`src/hdl/ttcd_pkg.sv`:
```
package ttcd_pkg;

    // line phase, one-hot
    typedef enum logic [4:0] {
        PH_CLOSED = 5'b00001,
        PH_CMD    = 5'b00010,
        PH_INST   = 5'b00100,
        PH_EXPR   = 5'b01000,
        PH_OPND   = 5'b10000
    } t_phase;

    // result event codes
    localparam logic [3:0] EV_NONE     = 4'd0;
    localparam logic [3:0] EV_NOTE_OFF = 4'd1;
    localparam logic [3:0] EV_NOTE_ON  = 4'd2;
    localparam logic [3:0] EV_EXPR     = 4'd3;
    localparam logic [3:0] EV_RESET    = 4'd4;
    localparam logic [3:0] EV_EOL      = 4'd5;
    localparam logic [3:0] EV_SKIPPED  = 4'd6;
    localparam logic [3:0] EV_OPENED   = 4'd7;
    localparam logic [3:0] EV_STRAY    = 4'd8;

    // request kinds
    localparam logic REQ_LINE_START = 1'b0;
    localparam logic REQ_BYTE       = 1'b1;

    // expression tags with special operand forms
    localparam logic [3:0] TAG_INV_NIBBLE = 4'd0;
    localparam logic [3:0] TAG_NIBBLE     = 4'd8;
    localparam logic [3:0] TAG_SHORT_MIN  = 4'd11;
    localparam logic [3:0] TAG_SHIFT_A    = 4'd3;
    localparam logic [3:0] TAG_SHIFT_B    = 4'd4;

    typedef struct packed {
        t_phase     phase;
        logic [4:0] skip_cnt;
        logic [4:0] expr_rem;
        logic [6:0] note;
        logic [3:0] tag;
        logic [3:0] low;
    } t_dec_state;

    typedef struct packed {
        logic [3:0]  event_kind;
        logic [6:0]  note_value;
        logic [7:0]  instrument_number;
        logic [3:0]  expr_tag;
        logic [11:0] expr_value;
        logic [4:0]  skip_lines;
    } t_dec_result;

endpackage

```
`src/hdl/tracker_track_command_decoder.sv`:
```
// Track command decoder for one music channel. Each input transfer is either a
// line start (tuser = 0) or one track byte (tuser = 1, byte in tdata). Every
// input transfer yields exactly one output transfer whose tuser is the event
// kind: none (a byte that only begins a multi-byte command), note off, note on
// with its instrument, expression with tag and assembled 12-bit operand,
// instrument reset, end of line with skip count, line skipped, line opened, or
// stray byte (track byte while no line is open). Fields that do not belong to
// the event read as zero. Rate: one transfer per clock in and out while the
// output is not stalled; a result appears in the cycle after its input
// transfer, from the single output register. The decode state updates in the same cycle the byte is taken, so
// bytes may follow each other on every clock, and the input side keeps
// accepting while the output is being drained.
module tracker_track_command_decoder
    import ttcd_pkg::*;
(
    input  logic        i_clk,
    input  logic        i_rst_n,
    // input stream
    input  logic        s_axis_tvalid,
    output logic        s_axis_tready,
    input  logic [7:0]  s_axis_tdata,   // [7:0] data_byte
    input  logic [0:0]  s_axis_tuser,   // [0] req_type
    // output stream
    output logic        m_axis_tvalid,
    input  logic        m_axis_tready,
    // [6:0] note_value, [14:7] instrument_number, [18:15] expr_tag,
    // [30:19] expr_value, [35:31] skip_lines, [39:36] zero
    output logic [39:0] m_axis_tdata,
    output logic [3:0]  m_axis_tuser    // [3:0] event_kind
);

    t_dec_state  r_state;
    t_dec_state  n_state;
    t_dec_result dec_result;
    t_dec_result r_result;
    logic        r_out_valid;
    logic        in_xfer;

    // take a new transfer whenever the output slot is free or being emptied
    assign s_axis_tready = !r_out_valid || m_axis_tready;
    assign in_xfer       = s_axis_tvalid && s_axis_tready;

    ttcd_decode u_decode (
        .i_state     (r_state),
        .i_req_type  (s_axis_tuser[0]),
        .i_data_byte (s_axis_tdata),
        .o_state     (n_state),
        .o_result    (dec_result)
    );

    // decode state, held note and expression fields included
    always_ff @(posedge i_clk) begin
        if (!i_rst_n) begin
            r_state.phase    <= PH_CLOSED;
            r_state.skip_cnt <= '0;
            r_state.expr_rem <= '0;
            r_state.note     <= '0;
            r_state.tag      <= '0;
            r_state.low      <= '0;
        end else if (in_xfer) begin
            r_state <= n_state;
        end
    end

    // output register
    always_ff @(posedge i_clk) begin
        if (!i_rst_n) begin
            r_out_valid <= 1'b0;
        end else if (s_axis_tready) begin
            r_out_valid <= s_axis_tvalid;
        end
    end

    always_ff @(posedge i_clk) begin
        if (in_xfer) begin
            r_result <= dec_result;
        end
    end

    assign m_axis_tvalid = r_out_valid;
    assign m_axis_tuser  = r_result.event_kind;
    assign m_axis_tdata  = {4'd0, r_result.skip_lines, r_result.expr_value,
                            r_result.expr_tag, r_result.instrument_number,
                            r_result.note_value};

`ifndef SYNTH
    // a line start always leaves the line either open or closed
    a_line_start_phase: assert property (@(posedge i_clk) disable iff (!i_rst_n)
        in_xfer && s_axis_tuser[0] == REQ_LINE_START
        |=> (r_state.phase == PH_CMD || r_state.phase == PH_CLOSED))
        else $error("line start left a command in progress");

    // inside an expression group at least one command is still owed
    a_expr_count: assert property (@(posedge i_clk) disable iff (!i_rst_n)
        (r_state.phase == PH_EXPR || r_state.phase == PH_OPND)
        |-> r_state.expr_rem != 5'd0)
        else $error("expression phase with empty count");

    // byte taken in instrument phase reports a note on
    a_note_on: assert property (@(posedge i_clk) disable iff (!i_rst_n)
        in_xfer && s_axis_tuser[0] == REQ_BYTE && r_state.phase == PH_INST
        |=> m_axis_tvalid && m_axis_tuser == EV_NOTE_ON)
        else $error("instrument byte did not give note on");

    // expression fields stay zero on other events
    a_expr_fields: assert property (@(posedge i_clk) disable iff (!i_rst_n)
        m_axis_tvalid && m_axis_tuser != EV_EXPR
        |-> m_axis_tdata[30:15] == 16'd0)
        else $error("expression fields set on non-expression event");
`endif

endmodule

```
`src/hdl/ttcd_decode.sv`:
```
module ttcd_decode
    import ttcd_pkg::*;
(
    input  t_dec_state  i_state,
    input  logic        i_req_type,
    input  logic [7:0]  i_data_byte,
    output t_dec_state  o_state,
    output t_dec_result o_result
);

    logic [4:0]  rem_dec;
    logic [3:0]  byte_tag;
    logic [3:0]  byte_low;
    logic [11:0] opnd_value;

    assign rem_dec  = i_state.expr_rem - 5'd1;
    assign byte_tag = i_data_byte[7:4];
    assign byte_low = i_data_byte[3:0];

    // short 8-bit operand form also covers the shift tags 3 and 4
    always_comb begin
        if (i_state.tag >= TAG_SHORT_MIN || i_state.tag == TAG_SHIFT_A
                || i_state.tag == TAG_SHIFT_B) begin
            opnd_value = {4'd0, i_state.low, i_data_byte[7:4]};
        end else begin
            opnd_value = {i_state.low, i_data_byte};
        end
    end

    always_comb begin
        o_state  = i_state;
        o_result = '0;
        if (i_req_type == REQ_LINE_START) begin
            o_state.expr_rem = '0;
            if (i_state.skip_cnt != 5'd0) begin
                o_state.skip_cnt    = i_state.skip_cnt - 5'd1;
                o_state.phase       = PH_CLOSED;
                o_result.event_kind = EV_SKIPPED;
            end else begin
                o_state.phase       = PH_CMD;
                o_result.event_kind = EV_OPENED;
            end
        end else begin
            unique case (i_state.phase)
                PH_CMD: begin
                    priority if (i_data_byte == 8'h00) begin
                        o_result.event_kind = EV_NOTE_OFF;
                    end else if (!i_data_byte[7]) begin
                        o_state.note  = i_data_byte[6:0];
                        o_state.phase = PH_INST;
                    end else if (!i_data_byte[6]) begin
                        o_state.expr_rem = {1'b0, byte_low} + 5'd1;
                        o_state.phase    = PH_EXPR;
                    end else if (!i_data_byte[5]) begin
                        o_state.skip_cnt    = i_data_byte[4:0];
                        o_state.phase       = PH_CLOSED;
                        o_result.event_kind = EV_EOL;
                        o_result.skip_lines = i_data_byte[4:0];
                    end else if (!i_data_byte[4]) begin
                        o_result.event_kind = EV_RESET;
                    end else begin
                        // end marker
                        o_state.phase       = PH_CLOSED;
                        o_result.event_kind = EV_EOL;
                    end
                end
                PH_INST: begin
                    o_state.phase              = PH_CMD;
                    o_result.event_kind        = EV_NOTE_ON;
                    o_result.note_value        = i_state.note;
                    o_result.instrument_number = i_data_byte;
                end
                PH_EXPR: begin
                    if (byte_tag == TAG_INV_NIBBLE || byte_tag == TAG_NIBBLE) begin
                        o_result.event_kind = EV_EXPR;
                        o_result.expr_tag   = byte_tag;
                        o_result.expr_value = (byte_tag == TAG_INV_NIBBLE)
                                            ? {8'd0, ~byte_low} : {8'd0, byte_low};
                        o_state.expr_rem    = rem_dec;
                        o_state.phase       = (rem_dec == 5'd0) ? PH_CMD : PH_EXPR;
                    end else begin
                        o_state.tag   = byte_tag;
                        o_state.low   = byte_low;
                        o_state.phase = PH_OPND;
                    end
                end
                PH_OPND: begin
                    o_result.event_kind = EV_EXPR;
                    o_result.expr_tag   = i_state.tag;
                    o_result.expr_value = opnd_value;
                    o_state.expr_rem    = rem_dec;
                    o_state.phase       = (rem_dec == 5'd0) ? PH_CMD : PH_EXPR;
                end
                default: begin
                    // line closed: stray byte, no state change
                    o_result.event_kind = EV_STRAY;
                end
            endcase
        end
    end

endmodule
```
`config.mk`:
```
export PLATFORM = sky130hd
export DESIGN_NAME = tracker_track_command_decoder
export DESIGN_NICKNAME = d
export VERILOG_FILES = /design/src/hdl/ttcd_pkg.sv /design/src/hdl/tracker_track_command_decoder.sv /design/src/hdl/ttcd_decode.sv
export SDC_FILE = /design/constraint.sdc
export NUM_CORES = 1
export LEC_CHECK = 0
export BUFFER_PORTS_ARGS = -buffer_cell sky130_fd_sc_hd__buf_2
export CAP_MARGIN = 20
export CORE_ASPECT_RATIO = 1.2
export CORE_MARGIN = 2
export CORE_UTILIZATION = 30
export CTS_BUF_LIST = sky130_fd_sc_hd__clkbuf_8 sky130_fd_sc_hd__clkbuf_16
export CTS_CLUSTER_DIAMETER = 120
export CTS_CLUSTER_SIZE = 8
export DETAILED_ROUTE_END_ITERATION = 10
export GPL_TIMING_DRIVEN = 0
export PLACE_DENSITY = 0.5
export SYNTH_ARGS = -nofsm -noshare
export SYNTH_HDL_FRONTEND = slang
export SYNTH_HIERARCHICAL = 1
export SYNTH_SLANG_ARGS = --single-unit
```
`constraint.sdc`:
```
create_clock -name i_clk -period 6.43 [get_ports i_clk]
set_input_delay 0.643 -clock i_clk [delete_from_list [all_inputs] [get_ports i_clk]]
set_output_delay 0.643 -clock i_clk [all_outputs]
set_load 0.1 [all_outputs]
```
* Yosys cells after proc, flatten, opt, wreduce, memory -nomap -nowiden
Cells that the tools add are included.
Cells by class: add/subtract/negate cells 3, order comparisons 1, equality and inequality tests 19, multiplexer cells 32, bitwise operators 7, reductions and logical operators 18
Operators with widths (number):
- $mux W5 | 11
- $pmux W16 S2 | 1
- $mux W4 | 6
- $mux W22 | 1
- $pmux W5 S4 | 1
- $mux W16 | 1
- $pmux W4 S4 | 1
- $mux W15 | 1
- $pmux W5 S3 | 1
- $mux W12 | 1
- $mux W10 | 1
- $sub A5 B1 Y5 const B | 2
- $ne A3 B3 Y1 const B | 3
- $logic_not A8 Y1 | 1
- $ne A2 B2 Y1 const B | 4
- $reduce_and A4 Y1 | 2
- $mux W7 | 1
- $reduce_and A7 Y1 | 1
- $ne A6 B6 Y1 const B | 1
- $not A1 Y1 | 6
- $reduce_and A6 Y1 | 1
- $reduce_or A6 Y1 | 1
- $add A4 B1 Y5 const B | 1
- $eq A5 B2 Y1 const B | 1
- 23 further kinds | 29
Storage, ports and cells: flip-flop bits (word level) 71, input port bits 13, output and inout port bits 46

* Logic depth before layout (Yosys ltp)
Gate-level depths: netlist of the first run.
depth in word-level cells 7, gate-level depth with buffers 10, depth with buffers taken out 8

* By module
The synthesis of the first run kept the hierarchy.
Modules (own cells, without submodules):
- tracker_track_command_decoder | times used 1, cells an instance 181, area an instance 2513.7 um2, seq. area each 1821.7 um2
- ttcd_decode | times used 1, cells an instance 238, area an instance 1549.0 um2, seq. area each 0.0 um2

* Worst setup path before layout of the first run
No wires, ideal clock.
path kind input to register, from input port s_axis_tdata[0], to register r_state[10] (netlist bit), arrival 2.437 ns, required time 6.312 ns, slack 3.875 ns, stages 10, buffers on the path 2, cell sequence clkbuf_1 inv_1 ha_1 or4b_2 nor2_1 or3_1 buf_4 mux2_2 nand2_1 mux2i_1
Between the ends: cells in the longest elaborated chain, start to end 3
Ends and longest elaborated chain:
- start, declared | line tracker_track_command_decoder.sv:21 | input logic [7:0] s_axis_tdata,
- $logic_not A8 Y1 | line ttcd_decode.sv:46 | priority if (i_data_byte == 8'h00) begin
- $not A1 Y1 (no source line)
- $reduce_and A5 Y1 (no source line)
- end signal, assigned | line tracker_track_command_decoder.sv:61 | r_state <= n_state;
- end, declared | line tracker_track_command_decoder.sv:32 | t_dec_state r_state;
Every way passes these cells. A chain may end at the register's enable or synchronous reset.

* Final worst setup path of the first run
from input port s_axis_tdata[0], to register r_state[14] (netlist bit)
The elaborated chain is that of the path after synthesis.

==> out/metrics.csv, run 1 <==
metric,value,unit
outcome,"complete, no violations",
Sink Count,71,
root buf cell,clkbuf_16,
filler instances,1359,
largest family of logic cells by synthesized area,simple AND/OR/NAND/NOR gates,
#FFs+latches synth,71,
"Clk pin slew, worst setup/hold paths",0.06,ns
Most used DFF post-synth,edfxtp_1,
# diodes,0,
Ys Warns,6,
critical path startpoint category,input pin,
insertion delay to the later sink of the worst-skew pair,0.34,ns
DRT met1 WL,4940,µm
wire length on met2,5200,µm
CTS tree,built,
Hold Crit Class,reg2reg,
Final ANT Viol Nets,0,
DRC,0,
RSZ-0062 raised after global routing,no,
Critical path origin,s_axis_tdata[0],
grt ovf,0,
Synth area leader,edfxtp_1,
Reg2Reg Capture Point,r_state[26],
CTS Buf Count,9,
row count,46,
Simple-Gate Fraction of Synth Area,0.225,
top post-synthesis cells by area,"edfxtp_1 30%, dfxtp_1 15%, mux2i_1 8.4%",
WL met3,527,µm
Final min period,2.90,ns
Syn Std Cell Area,4060,µm²
Design Power,1270,µW
"count leader, synth",nand2_1,
Slew headroom,0.416,
Worst Tran Pin Value,0.866,ns
CTS H-tree depth,3,
critical path data required time,6.66,ns
cells resized by post-CTS repair,0,
hold_buf cts,0,
first-pass GRT wire length,17100,µm
area share of the largest cell type after synthesis,0.296,
GRT Total Usage,0.156,
1st-pass router iterations,5,
synthesized area per cell,9.70,µm²
Reg2Reg Launch Point,r_state[29],
Top Metal Used,met4,
fraction of the yosys area taken by sequential cells,0.448,
total negative slack,0,ns
DRT iter0 DRCs,161,
max cap viols,0,
"top cells by count, synth","82 x nand2_1, 40 x edfxtp_1, 34 x mux2i_1, 31 x dfxtp_1, 20 x and2_1",
Reg2Reg Depth,7,
final net count,503,
number of post-CTS setup repair buffers,0,
post-synthesis compound-gate area fraction,0.101,
Detailed Route WL,10800,µm
vias per cell,4.95,
Die Y,131,µm
Pins Over Slew Limit,0,
worst clock skew,0.00689,ns
number of global-route vias before repair,3123,
leakage power,0.00192,µW
core area,13200,µm²
Cells after Synth,419,
crit share post-route,0.451,
largest net degree at the start of global routing,50,
# port buffers,52,
layout overhead on the synthesized area,20.0,%
PwrDens,261,nW/µm²
mux cell area share after synthesis,0.120,
Bufs on Longest Clock Path,2,
hold path start,r_state[29],
# IOs,59,
DIE WIDTH,110,µm
ys async rst share,0,
# setup viols final,0,
synth unique cells,60,
die footprint,14500,µm²
layout cells sized above 1,0.239,
reg2reg setup slack,4.15,ns
HPWL after detailed placement,7620,µm
post-synthesis adder-cell area fraction,0.0154,
Initial Util,0.307,
Setup crit end kind,flop,
worst-path fanout max,9,
Crit Path Class,in2reg,
fmax,0.345,GHz
CP endpoint,r_state[14],
initial antenna violation count,0,
"Hold Vio Cnt, Final",0,
Post-synth EDFFs,40,
GP Congestion,0.900,
Peak VDD IR,106,µV
mean routed wirelength per cell,16.4,µm
via count,3259,
CP arrival,3.13,ns
Synth Area in XOR/XNOR,0.0129,
## power breakdown
group / internal, µW / total [µW] / switching [µW]
Clock: 345 / 553 / 208
Sequential: 494 / 501 / 6.68
Combinational: 46.0 / 217 / 171
Total: 885 / 1270 / 386
## state kept, by name, summed over array words and instances (netlist names)
signal         cells
m_axis_tdata      36
m_axis_tuser       4
m_axis_tvalid      1
r_state           30
## per-stage QoR
stage	setup slack, ns	hold slack, ns	std cells	utilization	area (µm²)
6_report	3.53	0.452	658	0.368	4870
5_1_grt	3.47	0.471	658	0.368	4870
4_1_cts	3.53	0.454	658	0.368	4870
3_5_place_dp	3.16	0.446	642	0.343	4540
3_3_place_gp	3.20	0.441	642	0.343	4540
2_1_floorplan	3.88	0.431	422	-	4070
## worst min path at each step
stage             endpoint  slack (ns)  cells after the start
6_report       r_state[29]        0.45                      2
2_1_floorplan  r_state[29]        0.43                      2
3_5_place_dp   r_state[29]        0.45                      2
4_1_cts        r_state[29]        0.45                      2
3_3_place_gp   r_state[29]        0.44                      2
5_1_grt        r_state[29]        0.47                      2
## layout make-up
type | instances | area [µm²] | area share
Tap cell | 168 | 210 | 0.0431
Multi-Input combinational cell | 300 | 1940 | 0.399
Buffer | 38 | 260 | 0.0534
Timing Repair Buffer | 52 | 260 | 0.0534
Sequential cell | 71 | 1820 | 0.374
Inverter | 13 | 48.8 | 0.0100
Clock inverter | 7 | 105 | 0.0216
Clock buffer | 9 | 225 | 0.0462
## cells by family (layout without fill, tap and decap cells)
| group | Yosys count | in the layout |
|---|---|---|
| flops | 71 | 71 |
| compound gates | 58 | 58 |
| simple gates | 180 | 180 |
| fa+ha+maj | 5 | 5 |
| xor+xnor | 6 | 6 |
| mux | 47 | 47 |
| buf+inv | 51 | 119 |
| other cells | 1 | 4 |
## layer usage
metal	vias up	GRT usage
met5	-	0
met4	0	0.0500
met3	10	0.0303
met2	80	0.248
met1	1546	0.210
li1	1623	-
## critical path, cell delays in order
cell,delay (ns)
buf_2,0.11
clkbuf_1,0.31
inv_1,0.23
ha_1,0.16
or4b_2,0.64
nor2_1,0.26
or3_1,0.15
buf_4,0.15
mux2_2,0.34
nand2_1,0.06
mux2i_1,0.07
## cell usage in the layout, fill, tap and decap left out, types with 6 or more instances in the layout
| cell type | instances |
|---|---|
| edfxtp_1 | 40 |
| nor2_1 | 15 |
| a31oi_1 | 8 |
| buf_2 | 58 |
| o21ai_0 | 9 |
| nand2_1 | 82 |
| nand4_1 | 7 |
| buf_4 | 6 |
| nor3_1 | 10 |
| mux2_2 | 13 |
| dfxtp_1 | 31 |
| and2_1 | 20 |
| inv_1 | 13 |
| mux2i_1 | 34 |
| nand3_1 | 11 |
| a21oi_1 | 8 |
| clkbuf_16 | 9 |
| clkbuf_1 | 18 |
| nand2b_1 | 6 |
| and3_1 | 6 |
Note: power is estimated with default switching activity, not from simulation.
==> run 2, diff against run 1 <==
- ABC_AREA: not set -> 1
- PLACE_DENSITY: 0.5 -> 0.52
- clock period: 6.43 -> 2.4 ns (I/O delays scaled with it)
==> out/metrics.csv, run 2 <==
metric,value,unit
DIE WIDTH,110,µm
crit share post-route,0.791,
Reg2Reg Depth,6,
first-pass GRT wire length,18400,µm
number of post-CTS setup repair buffers,0,
# port buffers,50,
Largest register FFs,36,
RSZ-0062 raised after global routing,no,
"Clk pin slew, worst setup/hold paths",0.05,ns
number of global-route vias before repair,3511,
critical path data required time,2.56,ns
DRC,0,
root buf cell,clkbuf_16,
final net count,628,
Most used DFF post-synth,edfxtp_1,
Design Power,3440,µW
initial antenna violation count,0,
core area,13200,µm²
#FFs+latches synth,71,
synth unique cells,35,
Hold Crit Class,in2reg,
layout cells sized above 1,0.184,
insertion delay to the later sink of the worst-skew pair,0.33,ns
Sink Count,71,
Crit Path Class,reg2reg,
Final ANT Viol Nets,0,
leakage power,0.00217,µW
synthesized area per cell,7.44,µm²
outcome,"complete, no violations",
M2 GR Usage,0.267,
ys async rst share,0,
most frequent cells in the layout,"111 x nand2_1, 79 x nor2_1, 78 x inv_1",
row count,46,
"top cells by count, synth","111 x nand2_1, 79 x nor2_1, 76 x inv_1, 55 x nand3_1, 45 x a21oi_1",
CP arrival,2.06,ns
CTS H-tree depth,3,
Pins Over Slew Limit,0,
max cap viols,0,
Setup crit end kind,flop,
met3 track utilization from global routing,0.0303,
Slew headroom,0.426,
layout overhead on the synthesized area,18.7,%
GR peak layer,met2,
PwrDens,714,nW/µm²
fmax,0.527,GHz
vias per cell,4.72,
"count leader, synth",nand2_1,
# IOs,59,
hold_buf cts,0,
critical path startpoint category,flop,
Worst Hold Depth,2,
reg2reg setup slack,0.50,ns
DRT iter0 DRCs,232,
"most common cell after layout, fill and taps aside",nand2_1,
final hold slack,0.206,ns
Syn Std Cell Area,4060,µm²
cells resized by post-CTS repair,0,
Bufs on Longest Clock Path,2,
GRT Total Usage,0.165,
top post-synthesis cells by area,"edfxtp_1 30%, dfxtp_1 15%, nand2_1 10%",
GP Congestion,0.909,
Peak VDD IR,240,µV
# diodes,0,
"Hold Vio Cnt, Final",0,
CTS Buf Count,9,
fraction of the yosys area taken by sequential cells,0.449,
total negative slack,0,ns
post-layout util,0.364,
worst-path fanout max,10,
largest net degree at the start of global routing,41,
HPWL after detailed placement,8360,µm
mean routed wirelength per cell,14.5,µm
CTS tree,built,
Post-synth EDFFs,40,
via count,3699,
Worst Tran Pin Value,0.862,ns
# setup viols final,0,
1st-pass router iterations,7,
Die Y,131,µm
Ys Warns,6,
die footprint,14500,µm²
grt met1 use,0.215,
grt ovf,0,
Final min period,1.90,ns
area share of the largest cell type after synthesis,0.296,
Detailed Route WL,11400,µm
worst clock skew,0.00902,ns
Cells after Synth,546,
Initial Util,0.307,
Synth area leader,edfxtp_1,
==> run 2: cell count changes after synthesis, sizes merged, moves of 14 or more <==
cell,before,now
clkbuf,18,4
a21oi,8,45
nand2,83,116
nand3,12,56
nor2,15,86
mux2i,34,0
and2,21,0
inv,13,85
==> run 2: logic make-up (layout without fill, tap and decap cells) <==
kind of cell / count (synthesis) / count (layout) / synth area share
XOR/XNOR: 5 / 5 / 0.0108
AND/OR/NAND/NOR: 268 / 268 / 0.286
other: 1 / 4 / 0.000924
buffers and inverters: 115 / 181 / 0.130
adder cells (fa/ha/maj): 5 / 5 / 0.0154
AO/OA/AOI/OAI: 81 / 81 / 0.108
flip-flops: 71 / 71 / 0.449
==> run 2: through the flow <==
stage                     instances  setup WS (ns)  area, µm²
after floorplan                 549          0.178       4070
after global placement          767          0.126       4530
after detailed placement        767          0.401       4530
after CTS                       783          0.538       4820
after global routing            783          0.291       4820
final                           783          0.503       4820
==> run 2: per-layer routing <==
layer | vias up | wire, µm
met2 | 111 | 5650
met4 | 0 | 200
met3 | 13 | 641
li1 | 1871 | -
met1 | 1704 | 4880
met5 | - | 0
==> run 2: layout make-up <==
cell class,count,area [µm²]
fillers,1417,8420
flip-flops and latches,71,1820
multi-input cells,363,1720
inverters,85,322
clock buffers,11,264
repair buffers,50,250
well taps,168,210
plain buffers,30,206
clock inverters,5,23.8
==> run 2: critical path: stages, from the launching register on <==
cell and delay, ns:
dfxtp_1 0.35, nor2_1 0.19, inv_1 0.09, nor2_1 0.29
nand2_1 0.27, clkbuf_1 0.34, nor2_1 0.20
==> run 2: where the power goes <==
part | total (µW) | switching (µW) | internal, µW | leakage (µW)
sequential | 1400 | 41.4 | 1360 | 0.000660
clock | 1270 | 491 | 777 | 0.000150
combinational | 771 | 597 | 174 | 0.00136
==> run 2: worst paths after layout <==
path                    start               end
hold / removal        i_rst_n     m_axis_tvalid
setup reg to reg  r_state[26]  m_axis_tdata[11]
hold reg to reg   r_state[14]       r_state[14]
setup / recovery  r_state[26]  m_axis_tdata[11]
==> run 3, diff against run 2 <==
- clock period: 2.4 -> 1.7 ns (I/O delays scaled with it)
==> out/metrics.csv, run 3 (synthesized netlist as in run 2, its figures left out) <==
metric,value,unit
layout cells sized above 1,0.278,
Crit-path slowest cell,dfxtp_4,
CTS Buf Count,9,
worst path bufs/invs,4,
worst clock skew,0.00696,ns
fmax,0.598,GHz
insertion delay to the later sink of the worst-skew pair,0.34,ns
Initial Util,0.307,
vias per cell,4.82,
final net count,650,
number of global-route vias before repair,3589,
first-pass GRT wire length,18500,µm
filler instances,1379,
# IOs,59,
Worst Tran Pin Value,0.520,ns
largest net degree at the start of global routing,21,
"Clk pin slew, worst setup/hold paths",0.06,ns
"most common cell after layout, fill and taps aside",nand2_1,
DIE WIDTH,110,µm
GRT Total Usage,0.168,
DRT iter0 DRCs,187,
cell area after layout,5160,µm²
core area,13200,µm²
CTS H-tree depth,3,
row count,46,
Final min period,1.67,ns
switch share,0.333,
root buf cell,clkbuf_16,
pre-CTS setup slack,-0.257,ns
crit share post-route,0.984,
crit-path max cell delay,0.37,ns
CP top delay family,simple AND/OR/NAND/NOR gates,
CTS tree,built,
sw power,1650,µW
critical path startpoint category,flop,
Crit Path Class,reg2reg,
max cap viols,0,
most frequent cells in the layout,"98 x nand2_1, 75 x nor2_1, 71 x inv_1",
Final ANT Viol Nets,0,
PwrDens,963,nW/µm²
area occupied by multi-input gates,1860,µm²
Bufs on Longest Clock Path,2,
Peak VDD IR,431,µV
# port buffers,50,
Detailed Route WL,11900,µm
"Hold Vio Cnt, Final",0,
Largest register FFs,36,
CP arrival,1.95,ns
clock power share,0.367,
part of the power in registers,0.401,
# setup viols final,0,
Die Y,131,µm
outcome,"complete, no violations",
HPWL after detailed placement,8420,µm
storage element area,1840,µm²
crit-path cells,inv_2 -> nand3_2 -> nor2_4 -> nand2_2 -> nor2_4 -> buf_4 -> inv_1 -> a22oi_1 -> inv_1 -> nand3_1 -> nand2_1 -> nor2_1,
die footprint,14500,µm²
layout overhead on the synthesized area,27.1,%
worst-path fanout max,6,
GP Congestion,0.885,
1st-pass router iterations,5,
grt ovf,0,
# diodes,0,
Slew headroom,0.652,
via count,3881,
leakage power,0.00229,µW
Pins Over Slew Limit,0,
mean routed wirelength per cell,14.8,µm
RSZ-0062 raised after global routing,yes,
combinational share of power,0.233,
Setup crit end kind,flop,
Area after DPL,4560,µm²
initial antenna violation count,0,
final worst slack,0.0268,ns
Sink Count,71,
Internal,3320,µW
Hold Crit Class,in2reg,
DRC,0,
critical path data required time,1.97,ns
run 3: through the flow:
| step | power, µW | hold slack (ns) | util | cells | TNS [ns] |
|---|---|---|---|---|---|
| CTS | 4950 | 0.114 | 0.369 | 784 | -0.00783 |
| global route | 5190 | 0.123 | 0.390 | 805 | -0.696 |
| finish | 4970 | 0.115 | 0.390 | 805 | 0 |
| global placement | 3100 | 0.461 | 0.344 | 767 | -9.62 |
| floorplan | 2900 | 0.318 | - | 549 | 0 |
| detailed placement | 3110 | 0.469 | 0.344 | 767 | -11.10 |
run 3: worst paths after layout:
path,start,end,slack (ns),cells after the start
setup / recovery,r_state[27],r_state[29],0.03,12
hold reg to reg,r_state[12],r_state[12],0.47,2
hold / removal,i_rst_n,m_axis_tvalid,0.12,2
setup reg to reg,r_state[27],r_state[29],0.03,12
run 3: metal layers:
metal	track usage	vias to the layer above	part of all wire
met3	0.0228	23	0.045
li1	-	1929	-
met2	0.274	120	0.49
met5	0	-	0
met1	0.209	1809	0.43
met4	0.0917	0	0.035
run 3: layout make-up:
class	count	area share
clock buffers	9	0.0436
plain buffers	30	0.0412
inverters	85	0.0647
flip-flops and latches	71	0.357
repair buffers	71	0.0800
well taps	168	0.0407
multi-input cells	363	0.360
repair inverters	1	0.00145
clock inverters	7	0.0114
run 3: worst reg2reg max path, cell delays in order, from the launching register on:
cell     delay (ns)
dfxtp_4        0.37
inv_2          0.08
nand3_2        0.10
nor2_4         0.18
nand2_2        0.12
nor2_4         0.18
buf_4          0.13
inv_1          0.03
a22oi_1        0.15
inv_1          0.06
nand3_1        0.08
nand2_1        0.05
nor2_1         0.08
run 3: what timing repair did:
item | CTS | global route
resized for setup | 12 | 48
gates cloned | 1 | 1
hold buffers | 0 | 0
endpoints found under the setup margin | 69 | 44
pin swaps | 1 | 19
setup buffers | 0 | 20
run 3: power by group through the flow:
stage                     sequential, µW  clock, µW  combinational (µW)
after detailed placement            2020          0                1090
final                               1990       1820                1160
after CTS                           1980       1860                1110
after floorplan                     2380          0                 520
after global routing                2000       1940                1250
after global placement              2020          0                1080
